### src/rtl/core/mandelbrot_escape_time_unit_macros.svh
// Assertion macros for the escape-time unit.
`ifndef MANDELBROT_ESCAPE_TIME_UNIT_MACROS_SVH
`define MANDELBROT_ESCAPE_TIME_UNIT_MACROS_SVH

// Antecedent implies consequent in the same cycle.
`define MET_ASSERT_IMP(lbl, ante, cons) \
  lbl: assert property (@(posedge clk_i) disable iff (!rst_ni) (ante) |-> (cons)) \
    else $error("escape-time unit check failed");

// Antecedent implies consequent in the next cycle.
`define MET_ASSERT_NEXT(lbl, ante, cons) \
  lbl: assert property (@(posedge clk_i) disable iff (!rst_ni) (ante) |=> (cons)) \
    else $error("escape-time unit check failed");

`endif

### src/rtl/core/met_pkg.sv
// Shared types, constants and fixed-point helpers of the escape-time unit.
`default_nettype none
package met_pkg;

  localparam int WORD_WIDTH  = 32;
  localparam int FRAC_BITS   = 28;
  localparam int IN_WIDTH    = 32;
  localparam int IN_FRAC     = 28;
  localparam int COUNT_WIDTH = 16;
  localparam int CFG_IDX_W   = 8;
  localparam int CFG_DATA_W  = 32;

  localparam int PROD_W = 2 * WORD_WIDTH;
  localparam int SUM_W  = PROD_W + 2;
  localparam int CONV_W = IN_WIDTH + WORD_WIDTH + FRAC_BITS;
  localparam int UP_SHIFT = (FRAC_BITS >= IN_FRAC) ? FRAC_BITS - IN_FRAC : 0;
  localparam int DN_SHIFT = (FRAC_BITS >= IN_FRAC) ? 0 : IN_FRAC - FRAC_BITS;

  localparam logic [CFG_IDX_W-1:0] REG_ITER_LIMIT = CFG_IDX_W'(0);
  localparam logic [CFG_IDX_W-1:0] REG_BOUND_MODE = CFG_IDX_W'(1);
  localparam logic [CFG_IDX_W-1:0] REG_START_RE   = CFG_IDX_W'(2);
  localparam logic [CFG_IDX_W-1:0] REG_START_IM   = CFG_IDX_W'(3);

  localparam logic [COUNT_WIDTH-1:0] LIMIT_RESET = COUNT_WIDTH'(100);
  localparam logic                   MODE_BOX    = 1'b0;
  localparam logic                   MODE_CIRCLE = 1'b1;

  localparam logic signed [WORD_WIDTH-1:0] BOX_LIMIT =
    WORD_WIDTH'(2) << FRAC_BITS;
  localparam logic [PROD_W:0] CIRCLE_LIMIT = (PROD_W + 1)'(1) << (2 * FRAC_BITS + 2);

  localparam logic signed [WORD_WIDTH-1:0] WORD_MAX = {1'b0, {(WORD_WIDTH-1){1'b1}}};
  localparam logic signed [WORD_WIDTH-1:0] WORD_MIN = {1'b1, {(WORD_WIDTH-1){1'b0}}};

  typedef struct packed {
    logic [COUNT_WIDTH-1:0]         limit;
    logic                           mode;
    logic signed [IN_WIDTH-1:0]     start_re;
    logic signed [IN_WIDTH-1:0]     start_im;
  } met_cfg_t;

  typedef struct packed {
    logic load;
    logic mul_en;
    logic upd_en;
  } met_cmd_t;

  typedef struct packed {
    logic escaped;
  } met_status_t;

  function automatic logic signed [WORD_WIDTH-1:0] sat_sum(
    input logic signed [SUM_W-1:0] v
  );
    logic signed [WORD_WIDTH-1:0] r;
    if (v > SUM_W'(WORD_MAX)) begin
      r = WORD_MAX;
    end else if (v < SUM_W'(WORD_MIN)) begin
      r = WORD_MIN;
    end else begin
      r = v[WORD_WIDTH-1:0];
    end
    return r;
  endfunction

  function automatic logic signed [WORD_WIDTH-1:0] to_word(
    input logic signed [IN_WIDTH-1:0] v
  );
    logic signed [CONV_W-1:0] w;
    logic signed [WORD_WIDTH-1:0] r;
    w = CONV_W'(v);
    w = (w <<< UP_SHIFT) >>> DN_SHIFT;
    if (w > CONV_W'(WORD_MAX)) begin
      r = WORD_MAX;
    end else if (w < CONV_W'(WORD_MIN)) begin
      r = WORD_MIN;
    end else begin
      r = w[WORD_WIDTH-1:0];
    end
    return r;
  endfunction

  function automatic logic signed [PROD_W-1:0] mul_full(
    input logic signed [WORD_WIDTH-1:0] a,
    input logic signed [WORD_WIDTH-1:0] b
  );
    return PROD_W'(a) * PROD_W'(b);
  endfunction

endpackage
`default_nettype wire

### src/rtl/core/met_ctrl.sv
// Controller: sequences the iterations, counts steps and holds the result word.
`default_nettype none
`include "mandelbrot_escape_time_unit_macros.svh"
module met_ctrl import met_pkg::*; (
  input  wire logic                    clk_i,
  input  wire logic                    rst_ni,
  input  wire met_cfg_t                cfg_i,
  input  wire logic                    in_valid_i,
  output logic                         in_stall_o,
  output logic                         out_valid_o,
  input  wire logic                    out_stall_i,
  output logic [COUNT_WIDTH-1:0]       escape_count_o,
  output logic                         inside_set_o,
  input  wire met_status_t             status_i,
  output met_cmd_t                     cmd_o
);

  localparam logic [1:0] ST_IDLE = 2'd0;
  localparam logic [1:0] ST_MUL  = 2'd1;
  localparam logic [1:0] ST_EVAL = 2'd2;

  logic [1:0]             state_q, state_d;
  logic [COUNT_WIDTH-1:0] count_q, count_d;
  logic                   out_valid_q, out_valid_d;
  logic [COUNT_WIDTH-1:0] result_q, result_d;
  logic                   inside_q, inside_d;
  logic                   can_load, hit, at_limit;

  assign in_stall_o     = (state_q != ST_IDLE);
  assign out_valid_o    = out_valid_q;
  assign escape_count_o = result_q;
  assign inside_set_o   = inside_q;

  assign can_load = !out_valid_q || !out_stall_i;
  assign hit      = (count_q != '0) && status_i.escaped;
  assign at_limit = (count_q == cfg_i.limit);

  always_comb begin
    state_d     = state_q;
    count_d     = count_q;
    out_valid_d = out_valid_q && out_stall_i;
    result_d    = result_q;
    inside_d    = inside_q;
    cmd_o       = '0;
    unique case (state_q)
      ST_IDLE: begin
        if (in_valid_i) begin
          cmd_o.load = 1'b1;
          count_d    = '0;
          state_d    = ST_MUL;
        end
      end
      ST_MUL: begin
        cmd_o.mul_en = 1'b1;
        state_d      = ST_EVAL;
      end
      ST_EVAL: begin
        if (hit || at_limit) begin
          if (can_load) begin
            out_valid_d = 1'b1;
            result_d    = hit ? count_q - COUNT_WIDTH'(1) : cfg_i.limit;
            inside_d    = !hit;
            state_d     = ST_IDLE;
          end
        end else begin
          cmd_o.upd_en = 1'b1;
          count_d      = count_q + COUNT_WIDTH'(1);
          state_d      = ST_MUL;
        end
      end
      default: begin
        state_d = ST_IDLE;
      end
    endcase
  end

  always_ff @(posedge clk_i or negedge rst_ni) begin
    if (!rst_ni) begin
      state_q     <= ST_IDLE;
      count_q     <= '0;
      out_valid_q <= 1'b0;
    end else begin
      state_q     <= state_d;
      count_q     <= count_d;
      out_valid_q <= out_valid_d;
    end
  end

  always_ff @(posedge clk_i) begin
    result_q <= result_d;
    inside_q <= inside_d;
  end

  `MET_ASSERT_NEXT(a_accept_starts, in_valid_i && !in_stall_o, state_q == ST_MUL)
  `MET_ASSERT_IMP(a_count_bound, state_q != ST_IDLE, count_q <= cfg_i.limit)
  `MET_ASSERT_IMP(a_inside_count, out_valid_q && inside_q, result_q == cfg_i.limit)
  `MET_ASSERT_IMP(a_escape_count, out_valid_q && !inside_q, result_q < cfg_i.limit)

endmodule
`default_nettype wire

### config.mk
export PLATFORM = sky130hd
export DESIGN_NAME = met_ctrl
export DESIGN_NICKNAME = d
export VERILOG_FILES = /design/src/rtl/core/met_pkg.sv /design/src/rtl/core/met_ctrl.sv
export VERILOG_INCLUDE_DIRS = /design/src /design/src/rtl/core
export SDC_FILE = /design/constraint.sdc
export NUM_CORES = 1
export LEC_CHECK = 0
export ABC_AREA = 0
export BUFFER_PORTS_ARGS = -buffer_cell sky130_fd_sc_hd__buf_4
export CAP_MARGIN = 20
export CORE_ASPECT_RATIO = 1.25
export CORE_MARGIN = 2
export CORE_UTILIZATION = 45
export CTS_CLUSTER_DIAMETER = 80
export DETAILED_ROUTE_END_ITERATION = 6
export PLACE_DENSITY = 0.86
export SYNTH_ARGS = -nofsm -noshare
export SYNTH_HDL_FRONTEND = slang
export SYNTH_SLANG_ARGS = --single-unit
### constraint.sdc
create_clock -name clk_i -period 8.9 [get_ports clk_i]
set_clock_uncertainty 0.1 [all_clocks]
set_input_delay 0.445 -clock clk_i [delete_from_list [all_inputs] [get_ports clk_i]]
set_output_delay 0.445 -clock clk_i [all_outputs]
set_load 0.02 [all_outputs]
==> results of run 1 <==
-- sequential cells by signal (all words and copies together) (netlist names) --
register	flops
inside_set_o	1
count_q	16
out_valid_o	1
state_q	2
escape_count_o	16
-- worst max-delay path by stage --
| stage | depth (start not counted) | slack [ns] | to | startpoint |
|---|---|---|---|---|
| after floorplan | 6 | 6.09 | escape_count_o[0]$_DFFE_PP_ | count_q[2]$_DFFE_PN0P_ |
| after global placement | 7 | 6.17 | cmd_o[0] | count_q[2]$_DFFE_PN0P_ |
| after detailed placement | 7 | 6.14 | cmd_o[0] | count_q[2]$_DFFE_PN0P_ |
| after CTS | 7 | 5.82 | cmd_o[0] | count_q[2]$_DFFE_PN0P_ |
| after global routing | 7 | 5.63 | cmd_o[0] | count_q[2]$_DFFE_PN0P_ |
| final | 7 | 5.82 | cmd_o[0] | count_q[2]$_DFFE_PN0P_ |
-- kinds of logic after synthesis --
| kind of cell | synth area share (%) |
|---|---|
| AO/OA/AOI/OAI | 14.1 |
| AND/OR/NAND/NOR | 22.9 |
| flip-flops | 43.8 |
| adder cells (fa/ha/maj) | 1.11 |
| buffers and inverters | 6.39 |
| XOR/XNOR | 11.3 |
| multiplexers | 0.445 |
-- area by class of cell --
cell class / instances / share of cell area [%]
clock buffer: 8 / 3.41
inverter: 9 / 1.51
multi-input combinational: 179 / 42.4
sequential: 36 / 37.3
tap: 60 / 2.84
timing repair buffer: 44 / 12.6
-- worst register-to-register path: stages (launching register included) --
cell and delay [ns]:
sky130_fd_sc_hd__dfrtp_1 0.52, sky130_fd_sc_hd__xor2_1 0.20, sky130_fd_sc_hd__nor4_1 0.51, sky130_fd_sc_hd__and4_1 0.37
sky130_fd_sc_hd__nor2_4 0.06, sky130_fd_sc_hd__nand2_2 0.13, sky130_fd_sc_hd__clkinv_2 0.21, sky130_fd_sc_hd__and3_1 0.24
sky130_fd_sc_hd__a221o_1 0.26
-- layer usage --
metal | vias up | global-route usage (%)
met3 | 19 | 4.74
met2 | 71 | 33.0
met5 | - | 0
met1 | 872 | 21.1
li1 | 920 | -
met4 | 0 | 11.7
-- layout by cell type (no fill, tap or decap), types with 4 or more instances in the layout --
cell type,synthesis,final
sky130_fd_sc_hd__xor2_1,21,21
sky130_fd_sc_hd__and2_1,5,5
sky130_fd_sc_hd__inv_1,7,7
sky130_fd_sc_hd__nand2_1,31,31
sky130_fd_sc_hd__xnor2_1,8,8
sky130_fd_sc_hd__o31ai_1,5,5
sky130_fd_sc_hd__and3_1,10,10
sky130_fd_sc_hd__o21ai_1,4,4
sky130_fd_sc_hd__nor2_1,15,15
sky130_fd_sc_hd__or3_1,4,4
sky130_fd_sc_hd__o21ai_0,24,24
sky130_fd_sc_hd__nand3_1,9,9
sky130_fd_sc_hd__buf_4,1,43
sky130_fd_sc_hd__nor4_1,5,5
sky130_fd_sc_hd__clkbuf_8,0,6
sky130_fd_sc_hd__dfrtp_1,19,19
sky130_fd_sc_hd__edfxtp_1,17,17
-- power groups by stage --
stage | combinational [mW] | clock, mW | sequential [mW]
2_1_floorplan | 0.212 | 0 | 0.225
3_3_place_gp | 0.268 | 0 | 0.222
3_5_place_dp | 0.278 | 0 | 0.224
4_1_cts | 0.280 | 0.124 | 0.220
5_1_grt | 0.308 | 0.132 | 0.223
6_report | 0.279 | 0.122 | 0.220
-- cells in the mapped netlist (2+ instances only) --
| cell | instances | area (um2) |
|---|---|---|
| sky130_fd_sc_hd__a21oi_1 | 3 | 15.0 |
| sky130_fd_sc_hd__a221o_1 | 3 | 30.0 |
| sky130_fd_sc_hd__a31oi_1 | 2 | 12.5 |
| sky130_fd_sc_hd__and2_1 | 5 | 31.3 |
| sky130_fd_sc_hd__and3_1 | 10 | 62.6 |
| sky130_fd_sc_hd__and4_1 | 3 | 26.3 |
| sky130_fd_sc_hd__buf_2 | 5 | 25.0 |
| sky130_fd_sc_hd__buf_6 | 3 | 33.8 |
| sky130_fd_sc_hd__clkbuf_1 | 10 | 37.5 |
| sky130_fd_sc_hd__dfrtp_1 | 19 | 475 |
| sky130_fd_sc_hd__edfxtp_1 | 17 | 510 |
| sky130_fd_sc_hd__ha_1 | 2 | 25.0 |
| sky130_fd_sc_hd__inv_1 | 7 | 26.3 |
| sky130_fd_sc_hd__nand2_1 | 31 | 116 |
| sky130_fd_sc_hd__nand2b_1 | 2 | 12.5 |
| sky130_fd_sc_hd__nand3_1 | 9 | 45.0 |
| sky130_fd_sc_hd__nand4_1 | 3 | 18.8 |
| sky130_fd_sc_hd__nor2_1 | 15 | 56.3 |
| sky130_fd_sc_hd__nor3_1 | 3 | 15.0 |
| sky130_fd_sc_hd__nor4_1 | 5 | 31.3 |
| sky130_fd_sc_hd__o21ai_0 | 24 | 120 |
| sky130_fd_sc_hd__o21ai_1 | 4 | 20.0 |
| sky130_fd_sc_hd__o311ai_0 | 2 | 17.5 |
| sky130_fd_sc_hd__o31ai_1 | 5 | 37.5 |
| sky130_fd_sc_hd__or2_2 | 2 | 12.5 |
| sky130_fd_sc_hd__or3_1 | 4 | 25.0 |
| sky130_fd_sc_hd__xnor2_1 | 8 | 70.1 |
| sky130_fd_sc_hd__xor2_1 | 21 | 184 |
-- timing repair --
action | CTS | global route
setup endpoints to repair | 0 | 0
endpoints found under the hold margin | 19 | 0
hold buffers | 1 | 0
==> results by stage, run 1 <==
Setup path:
- The library cell contributing the largest single delay on the critical path is sky130_fd_sc_hd__dfrtp_1.
- The critical path is of the register to output port type.
- The startpoint kind of the worst setup timing path is a register.
- Measured in cells, the most critical reg-to-reg path has a length of 8.
- The data arrival time of the critical path is roughly 2.5 ns.
- The worst register-to-register path begins at count_q[2]$_DFFE_PN0P_.
- The required time of the worst setup path is 8.36 ns.
- The longest individual stage delay on the worst path is approximately 0.52 ns.
- The number of buffer and inverter instances along the worst setup path is 2.
- The reg-to-reg setup timing slack is a little over 6 ns.
- The endpoint type of the worst setup path is an output port.
- The worst reg2reg path endpoint is count_q[11]$_DFFE_PN0P_.
- Traced cell by cell, the critical path runs through xor2_1 -> nor4_1 -> and4_1 -> nor2_4 -> nand2_2 -> clkinv_2 -> buf_4.
- Of all nets on the critical path, the largest fanout is 15.
- The kind of cell with the highest combined delay on the critical path is simple AND/OR/NAND/NOR gates.

Synth:
- Each instance of the synthesized netlist takes up on average about 9.3 um2.
- The cell count after synthesis came out at approximately 240.
- The most common flop cell mapped by yosys is sky130_fd_sc_hd__dfrtp_1.
- The sequential cell area fraction in the yosys report is a little over two fifths.
- Yosys mapped a number of flops with a built-in enable equal to 17.
- Synthesis instantiated between 40 and 50 different standard cells from the library.
- The register bit total from synthesis is 36.
- Counting flops with an async set or reset pin after synthesis yields a share of between 50% and 60%.
- The total number of yosys warnings is 0.
- The total standard cell area after synthesis is approximately 2300 um2.
- The post-synthesis net count is between 300 and 400.

Placed design:
- The number of placed instances, taps included, is about 330.
- The placed cell area is about 2500 um2.
- Port buffering added 42 buffers.
- The global placement routability congestion is between 0.9 and 1.
- The HPWL after detailed placement is approximately 3.7 mm.
- The post-placement worst setup slack is between 6 and 7 ns.

Clock tree:
- The count of cells resized by post-cts repair is 0.
- The clock tree from TritonCTS is yes.
- The total number of H-tree levels is 2.
- The maximum number of buffers from clock root to sink is 2.
- The number of setup buffers added after CTS is 0.
- The insertion delay to the later sink of the worst-skew pair is between 0.2 and 0.3 ns.
- In this run, CTS created clock tree buffers numbering 5.
- CTS placed an instance of sky130_fd_sc_hd__clkbuf_8 at the clock tree root.
- The clock net sink count is 36.
- Clock-pin slew was measured on the worst setup and hold paths at about 0.070 ns.

Pwr:
- The maximum ir drop on the vdd rail is slightly above 0.0001 V.
- The sequential cell fraction of total power is 35.5%.
- In this run the power density over the cells is 235 nW/um2.
- Internal power comes to approximately 0.38 mW.
- The clock group share of total power is 19.6%.
- The leakage power total is roughly 1.2 nW.
- The total power is roughly 0.62 mW.
- The switching part of the total is between 30 and 40%.
- In this run, the combinational gates consume between 40 and 50% of the power.
- The switching power is 0.243 mW.

Drt:
- The routed design uses around 2.5 mm of met2 wire.
- Summing over every cut layer, the via total after detailed routing is ~1900.
- The detailed router put a total of ~1.9 mm of wire on met1.
- In this run the remaining antenna-violating nets after routing total 0.
- After detailed routing, no signal wire sits above met4.
- In the routed layout, each cell is associated on average with a via count of around 5.6.
- The overall routed net length is around 5.0 mm.
- The iteration count of the initial detailed-routing pass is 4.
- After detailed routing, the average wire length per cell comes to 14.7 um.
- Wire segments on met3 add up to ~310 um in the final route.
- For this block, the initial DRC count from the detailed router was 187.
- The remaining design rule violation count is 0.

Timing:
- The final number of max-transition violations was 0.
- Timing would allow up to between 300 and 400 MHz.
- The remaining max-slew budget at the tightest pin is 62.1%.
- In the finished design, the share of the clock period the worst path needs comes to between 30% and 40%.
- Across all hold checks on the routed design, the worst slack comes to 0.277 ns.
- Setup violations remaining at the end of the flow were counted as 0.
- At the pin with the least slew margin, the transition time is 0.563 ns.
- In the final timing run, aggregate negative setup slack is 0 ns.
- The final critical path time including I/O delays and setup is 3.08 ns.
- Setup repair after global routing left no endpoint under its margin.
- Setup slack closes at about 5.8 ns.
- The number of hold-slack violations in the final timing report is 0.

GRT:
- The first global-routing pass estimated 8.31 mm of wire.
- The aggregate global-route resource usage is roughly a fifth.
- The largest net degree at the start of global routing is 35.
- The leftover overflow at the end of global routing is 0.
- The number of antenna violations at the first check in global routing is 0.
- The number of global-route vias before repair was roughly 1900.

Floorplanning:
- The top-level port count is between 100 and 150.
- The die boundary width is 67.3 um.
- The die is just over 80 um tall.
- The total area inside the core boundary comes to approximately 4800 um2.
- The total die area is approximately 5600 um2.
- Once the floorplan was initialized, standard cells occupied ~47% of the core.
- The standard-cell row count is 28.

Min path:
- The startpoint identified for the worst hold timing path is out_stall_i.
- Counting instances, the worst hold path has a depth of 3.
- The worst hold endpoint is out_valid_o$_DFF_PN0_.
- The class of the tightest hold or removal check is input pin to register.

Layout:
- The area of the multi-input gates is roughly 1100 um2.
- The area growth from synthesis to layout is 17.5%.
- The cell area after layout is approximately 2600 um2.
- The count of nets after finishing is 363.
- The number of fill cells in the layout is around 420.
- In the final layout, flip-flops and latches occupy approximately 1000 um2.
- The finished layout holds around 340 standard cells, fillers aside.
- Cells with a size suffix above 1 make up 21.4% of the layout.
- 0 antenna diodes ended up in the layout.
- The post-layout utilization of the core is between 50% and 60%.

Run:
- The number of max-capacitance violations reported is 0.

Status:
- The run finished with clean final reports.
No activity file was read; power rests on OpenSTA's default activity.
==> run 2, diff against run 1 <==
CORE_UTILIZATION = 42   (was 45)
PLACE_DENSITY = 0.85   (was 0.86)
clock period = 2.7 ns   (was 8.9 ns; I/O delays follow)
==> run 2 against run 1 <==
  * Worst setup slack lost 5.8 ns
  * Utilization grew 0.81 points
  * Sequential cell count is the same
  * Non-clock buffer count grew 26
  * Count of clock-buffer cells in the layout shrank 3
  * Wire length grew 8.4%
  * Die area grew 6.8%
  * Largest power group unchanged
==> results by stage, run 2 (same netlist as run 1, synthesis figures left out) <==
Floorplanning:
- The total area inside the core boundary comes to ~5100 um2.
- The total die area is between 5000 and 6000 um2.
- The top-level port count is 108.
- From bottom edge to top edge, the die measures roughly 86 um.
- The initial utilization of the core area, before any placement, comes to a little over two fifths.
- The die boundary width is ~69 um.
- The standard-cell row count is 29.

Pwr:
- The total power is between 2 and 2.5 mW.
- The maximum ir drop on the vdd rail is ~0.00042 V.
- The leakage power total is between 1 and 1.5 nW.
- The power density normalized to cell area is just under 800 nW/um2.

Layout:
- The cell area after layout is roughly 2900 um2.
- Leaving out fill and tap cells, the most frequent cells in the layout are sky130_fd_sc_hd__buf_4, sky130_fd_sc_hd__nand2_1, sky130_fd_sc_hd__o21ai_0, sky130_fd_sc_hd__xor2_1, sky130_fd_sc_hd__dfrtp_1.
- 0 antenna diodes ended up in the layout.
- The layout overhead on the synthesized area is 28.0%.
- The count of nets after finishing is roughly 390.
- Once layout is complete, the cells apart from fillers number roughly 360.
- The post-layout utilization of the core is ~56%.
- The library cell used most frequently in the layout, excluding fill and tap cells, is sky130_fd_sc_hd__buf_4.
- The share of post-route cells with drive strength above 1 is approximately 29%.

Timing:
- The final number of max-transition violations is 0.
- The post-route worst hold slack is between 0.03 and 0.04 ns.
- The final period utilization is 97.7%.
- Summed over all failing endpoints, the final setup total negative slack is 0 ns.
- The total of endpoints with negative setup slack in the final report is 0.
- The number of hold-slack violations in the final timing report is 0.
- The slack of the critical path is 0.0612 ns.
- The fmax is 379 MHz.
- The final critical path time including I/O delays and setup is 2.64 ns.
- In this run the tightest slew margin relative to its limit is 61.2%.
- For the pin with the worst max-slew slack, the measured transition is slightly below 0.6 ns.

Setup path:
- Across all register-to-register paths, the minimum setup slack is 0.09 ns.
- The library cell contributing the largest single delay on the critical path is sky130_fd_sc_hd__dfrtp_1.
- The maximum fanout along the worst path is 11.
- The startpoint kind of the worst setup timing path is a register.
- The longest individual stage delay on the worst path is a little over 0.4 ns.
- Walking the worst path, the cells encountered are buf_4 -> or3_1 -> or2_1 -> o31a_4 -> nor2_4 -> nand2_2 -> clkinv_4 -> buf_4.
- Among cell families on the critical path, the largest total delay comes from simple AND/OR/NAND/NOR gates.
- The worst reg2reg path endpoint is escape_count_o[1]$_DFFE_PP_.
- The endpoint type of the worst setup path is an output port.
- The worst register-to-register path begins at count_q[12]$_DFFE_PN0P_.
- The most frequent cell on the critical path is sky130_fd_sc_hd__buf_4.
- At the worst endpoint, the required time is approximately 2.5 ns.
- The data arrival time of the critical path is roughly 2.4 ns.
- The setup path with the least slack is of type register to output port.
- The worst register-to-register path has a depth of 6.
- Together, buffers and inverters on the worst path number 3.

Drt:
- The iteration-0 DRC count of the detailed router is ~160.
- The remaining number of nets flagged by the antenna check after routing is 0.
- In this run the top signal layer used is met4.
- The average wire length per cell after detail routing is 14.8 um.
- The overall routed net length is between 5 and 6 mm.
- The remaining design rule violation count is 0.
- The number of vias per cell after detailed routing is ~5.4.
- The iteration count of the initial detailed-routing pass is 5.
- Detailed routing placed a total of approximately 2.8 mm of wire on met2.
- Summing over every cut layer, the via total after detailed routing is 1959.
- The post-route met1 wirelength is around 2.1 mm.
- Detailed routing placed a total of roughly 380 um of wire on met3.

Clock tree:
- The maximum number of buffers from clock root to sink is 2.
- The H-tree was split into 2 levels.
- The total CTS buffers is 5.
- Clock-pin slew was measured on the worst setup and hold paths at about 0.080 ns.
- The cell sitting at the root of the clock tree is a sky130_fd_sc_hd__clkbuf_8.
- TritonCTS built the clock tree.
- The insertion delay to the later sink of the worst-skew pair is ~0.29 ns.
- The tree built by TritonCTS fans out to 36 sinks.

GRT:
- The number of antenna violations at the first check in global routing is 0.
- The number of global-route vias before repair is between 1500 and 2000.
- Global routing used a little under a fifth of the available tracks across all layers.
- The first global-routing pass estimated 8.74 mm of wire.
- Entering global routing, the biggest net connects 32 pins.
- Summed over all layers, the global routing overflow is 0.

Placed design:
- The cell total after placement is between 300 and 400.
- The global placement routability congestion is roughly 0.9.
- The post-placement worst setup slack is between 0.05 and 0.06 ns.
- After detailed placement, the total cell area comes to around 2700 um2.
- Detailed placement finished with a half-perimeter wire length of roughly 4 mm.
- During placement, the flow inserted port buffers numbering between 40 and 50.

Status:
- The run finished with clean final reports.

Min path:
- In this run the most critical hold path is launched from cfg_i[79].
- The class of the tightest hold or removal check is input pin to register.
- Counting instances, the worst hold path has a depth of 3.
- The worst hold path terminates at escape_count_o[14]$_DFFE_PP_.

Run:
- The number of max-capacitance violations reported is 0.
[run 2: changes by cell type in the layout (fill, tap and decap cells not counted)]
cell / delta
sky130_fd_sc_hd__clkinvlp_4: +1
sky130_fd_sc_hd__dlygate4sd3_1: +1
sky130_fd_sc_hd__a21oi_1: -1
sky130_fd_sc_hd__buf_4: +25
sky130_fd_sc_hd__a21oi_4: +1
sky130_fd_sc_hd__bufinv_16: +1
sky130_fd_sc_hd__clkinv_4: +1
sky130_fd_sc_hd__clkbuf_8: -1
sky130_fd_sc_hd__clkbuf_1: -2
[run 2: metal layers]
metal  vias to the layer above  GRT usage (%)
li1                        969              -
met1                       908           21.0
met2                        72           33.6
met3                        10           4.47
met4                         0           8.73
met5                         -              0
[run 2: layout make-up]
cell class	instances	area, um2
clock buffers	5	68.8
well taps	62	77.6
multi-input cells	179	1130
flip-flops and latches	36	986
fillers	411	2230
clock inverters	3	42.5
repair buffers	70	531
inverters	9	43.8
[run 2: power breakdown]
part           switching (mW)  leakage [nW]  internal (mW)
combinational           0.600         0.920          0.448
sequential             0.0362         0.414          0.670
clock                   0.208        0.0541          0.273
[run 2: worst register-to-register path, stage by stage, from the launching register on]
cell	delay, ns
sky130_fd_sc_hd__dfrtp_1	0.41
sky130_fd_sc_hd__buf_4	0.17
sky130_fd_sc_hd__or3_1	0.39
sky130_fd_sc_hd__or2_1	0.25
sky130_fd_sc_hd__o31a_4	0.39
sky130_fd_sc_hd__o21ai_0	0.41
sky130_fd_sc_hd__a21oi_4	0.20
[run 2: worst max-delay path by stage]
stage	slack [ns]	from	cells past startpoint	endpoint
floorplan	0.25	count_q[2]$_DFFE_PN0P_	6	escape_count_o[0]$_DFFE_PP_
global placement	0.10	count_q[12]$_DFFE_PN0P_	5	escape_count_o[1]$_DFFE_PP_
detailed placement	0.06	count_q[12]$_DFFE_PN0P_	5	escape_count_o[1]$_DFFE_PP_
CTS	0.006	count_q[12]$_DFFE_PN0P_	8	cmd_o[0]
global route	-0.006	count_q[12]$_DFFE_PN0P_	8	cmd_o[0]
finish	0.06	count_q[12]$_DFFE_PN0P_	8	cmd_o[0]
[run 2: what timing repair did]
item,CTS,global route
hold buffers,2,0
buffers inserted,0,3
endpoints found under the hold margin,20,0
endpoints found under the setup margin,0,19
resized for setup,0,4
==> run 3, diff against run 2 <==
PLACE_DENSITY = 0.88   (was 0.85)
==> run 3 against run 2 <==
  * Clock power up 4.6%
  * Sequential power up 0.7%
  * Maximum frequency up 1.9%
  * Die area unchanged
  * Utilization up 0.34 points
  * Design area up 0.61%
  * Global-route usage up 0.64 points
  * Combinational power about the same
  * Hold slack worse by 0.0013 ns
==> results by stage, run 3 (same netlist as run 1, synthesis figures left out) <==
Floorplanning:
- In this run the count of I/O pins placed on the die edge is around 110.
- From left edge to right edge, the die measures 69.5 um.
- The effective utilization at floorplan is 44.0%.
- In this run the standard cell core region covers 5120 um2.
- The die extent in y is approximately 86 um.
- The total die area is 5960 um2.
- After floorplanning, the core was divided into 29 placement rows.

Clock tree:
- The root buffer cell is sky130_fd_sc_hd__clkbuf_8.
- The register clock-pin slew on the reported worst setup and hold paths is 0.08 ns.
- For the worst-skew pair, the clock arrives at the later sink with an insertion delay of about 0.30 ns.
- The total CTS buffers is 5.
- The total number of H-tree levels is 2.
- TritonCTS built the clock tree.
- The clock net sink count is 36.
- The maximum number of buffers from clock root to sink is 2.

Timing:
- Setup repair after global routing left no endpoint under its margin.
- The total of endpoints with negative setup slack in the final report is 0.
- For the pin with the worst max-slew slack, the measured transition is just under 0.6 ns.
- The worst path needs about 2.6 ns of the cycle, external delays included.
- Adding up every negative setup slack in the final design gives 0 ns.
- The post-route worst hold slack is 0.0294 ns.
- The final period utilization is around 96%.
- The remaining max-slew budget at the tightest pin is 60.2%.
- The final number of max-transition violations came to 0.
- The number of hold-slack violations in the final timing report is 0.
- The fmax is between 300 and 400 MHz.

Pwr:
- The clock network accounts for between 20% and 30% of the total power.
- The switching power is 0.853 mW.
- The internal power is about 1.4 mW.
- Per report_power, the sequential group accounts for between 30% and 40% of the total.
- The switching part of the total is between 30% and 40%.
- Of the total power, combinational logic draws between 40% and 50%.
- The total power is between 2 and 2.5 mW.
- The maximum ir drop on the vdd rail is between 0.0004 and 0.0005 V.
- In this run the static leakage power is 1.40 nW.
- For this design the ratio of total power to cell area is between 700 and 800 nW/um2.

Status:
- The flow ran to the end, and the final reports show no timing, DRC or antenna violations.

Placed design:
- The HPWL after detailed placement is roughly 4.0 mm.
- The global placement routability congestion is about 0.93.
- The number of I/O port buffers is between 40 and 50.
- The placed cell area is 2720 um2.

Drt:
- The number of vias in the routed layout is between 1500 and 2000.
- The first detailed-routing pass took 4 iterations.
- The remaining number of nets flagged by the antenna check after routing is 0.
- The average wire length per cell after detail routing is between 10 and 15 um.
- For this block, the routed nets add up to approximately 5.4 mm of wire.
- The number of vias per cell after detailed routing is between 5 and 6.
- The iteration-0 DRC count of the detailed router is approximately 170.
- In the routed design, unresolved DRC markers number 0.

GRT:
- Entering global routing, the biggest net connects 32 pins.
- The first global-routing pass estimated between 9 and 10 mm of wire.
- In the global route stage, overall resource usage came out at around 19%.
- The number of antenna violations at the first check in global routing is 0.
- The leftover overflow at the end of global routing is 0.
- The number of global-route vias before repair is between 1500 and 2000.

Setup path:
- Traced cell by cell, the critical path runs through buf_4 -> or3_1 -> or2_1 -> o31a_4 -> nor2_4 -> nand2_4 -> clkinv_4 -> buf_4.
- The longest individual stage delay on the worst path is ~0.4 ns.
- The number of buffers and inverters on the critical path is 3.
- The kind of cell with the highest combined delay on the critical path is simple AND/OR/NAND/NOR gates.
- The data arrival time of the critical path is roughly 2.4 ns.
- The most frequent cell on the critical path is sky130_fd_sc_hd__buf_4.
- For the worst setup path, the data required time is 2.47 ns.
- The library cell contributing the largest single delay on the critical path is sky130_fd_sc_hd__dfrtp_1.
- The endpoint type of the worst setup path is an output port.
- The start-to-end type of the worst setup path is register to output port.
- The startpoint of the most critical setup path is count_q[12]$_DFFE_PN0P_.
- The startpoint kind of the worst setup timing path is a register.
- The launching point of the worst reg2reg path is count_q[2]$_DFFE_PN0P_.
- In this run the worst path has a maximum fanout of 8.

Layout:
- The count of nets after finishing is between 300 and 400.
- The top cell types in the final layout, fill and taps aside, are sky130_fd_sc_hd__buf_4, sky130_fd_sc_hd__nand2_1, sky130_fd_sc_hd__o21ai_0, sky130_fd_sc_hd__xor2_1, sky130_fd_sc_hd__dfrtp_1.
- The layout overhead on the synthesized area is 28.8%.
- The cell area after layout is 2900 um2.
- Once layout is complete, the utilization of the core stands at between 50% and 60%.
- The repair_antennas step left the layout with diodes totalling 0.
- The library cell used most frequently in the layout, excluding fill and tap cells, is sky130_fd_sc_hd__buf_4.
- The share of post-route cells with drive strength above 1 is ~29%.

Run:
- The tool flagged a number of max-cap violations equal to 0.

Min path:
- The launch instance of the worst min-delay path is cfg_i[71].
- The class of the tightest hold or removal check is input pin to register.
-- run 3: timing repair --
action	CTS	global route
hold buffers	2	0
endpoints found under the setup margin	0	20
gates resized for setup	0	6
hold endpoints to repair	20	0
buffers inserted	0	4
-- run 3: final timing paths --
path                                                end  slack, ns  cells after the start
hold / removal              escape_count_o[6]$_DFFE_PP_       0.03                      3
min in group asynchronous        state_q[0]$_DFFE_PN0P_       0.13                      2
max in group asynchronous        count_q[2]$_DFFE_PN0P_       2.16                      2
hold reg to reg                   out_valid_o$_DFF_PN0_       0.50                      2
setup / recovery                               cmd_o[0]       0.11                      8
setup reg to reg           escape_count_o[15]$_DFFE_PP_       0.12                      6
-- run 3: tightest hold or removal path: cells and delay by family --
kind / cells / cell delay [ns]
compound gates: 1 / 0.05
buf+inv: 1 / 0.09
simple gates: 1 / 0.04
-- run 3: stage by stage --
step	instances	setup WS, ns
after global routing	365	0.00692
after global placement	351	0.135
after CTS	361	0.00155
final	365	0.110
after detailed placement	351	0.0493
after floorplan	243	0.251
-- run 3: metal layers --
layer	track usage (%)	routed length (um)
met4	9.98	149
met2	34.3	2740
met5	0	0
met3	4.94	376
met1	21.5	2110
-- run 3: cell type report --
cell class / count / area, um2
Fill cell: 400 / 2220
Multi-Input combinational cell: 179 / 1140
Sequential cell: 36 / 986
Timing Repair Buffer: 71 / 538
Clock buffer: 6 / 82.6
Tap cell: 62 / 77.6
Inverter: 9 / 43.8
Clock inverter: 2 / 33.8
-- run 3: power by group through the flow --
stage | registers, mW | clock network [mW] | logic (mW)
after floorplan | 0.743 | 0 | 0.698
after global placement | 0.714 | 0 | 0.972
after detailed placement | 0.719 | 0 | 1.00
after CTS | 0.710 | 0.512 | 1.01
after global routing | 0.720 | 0.532 | 1.17
final | 0.711 | 0.503 | 1.06
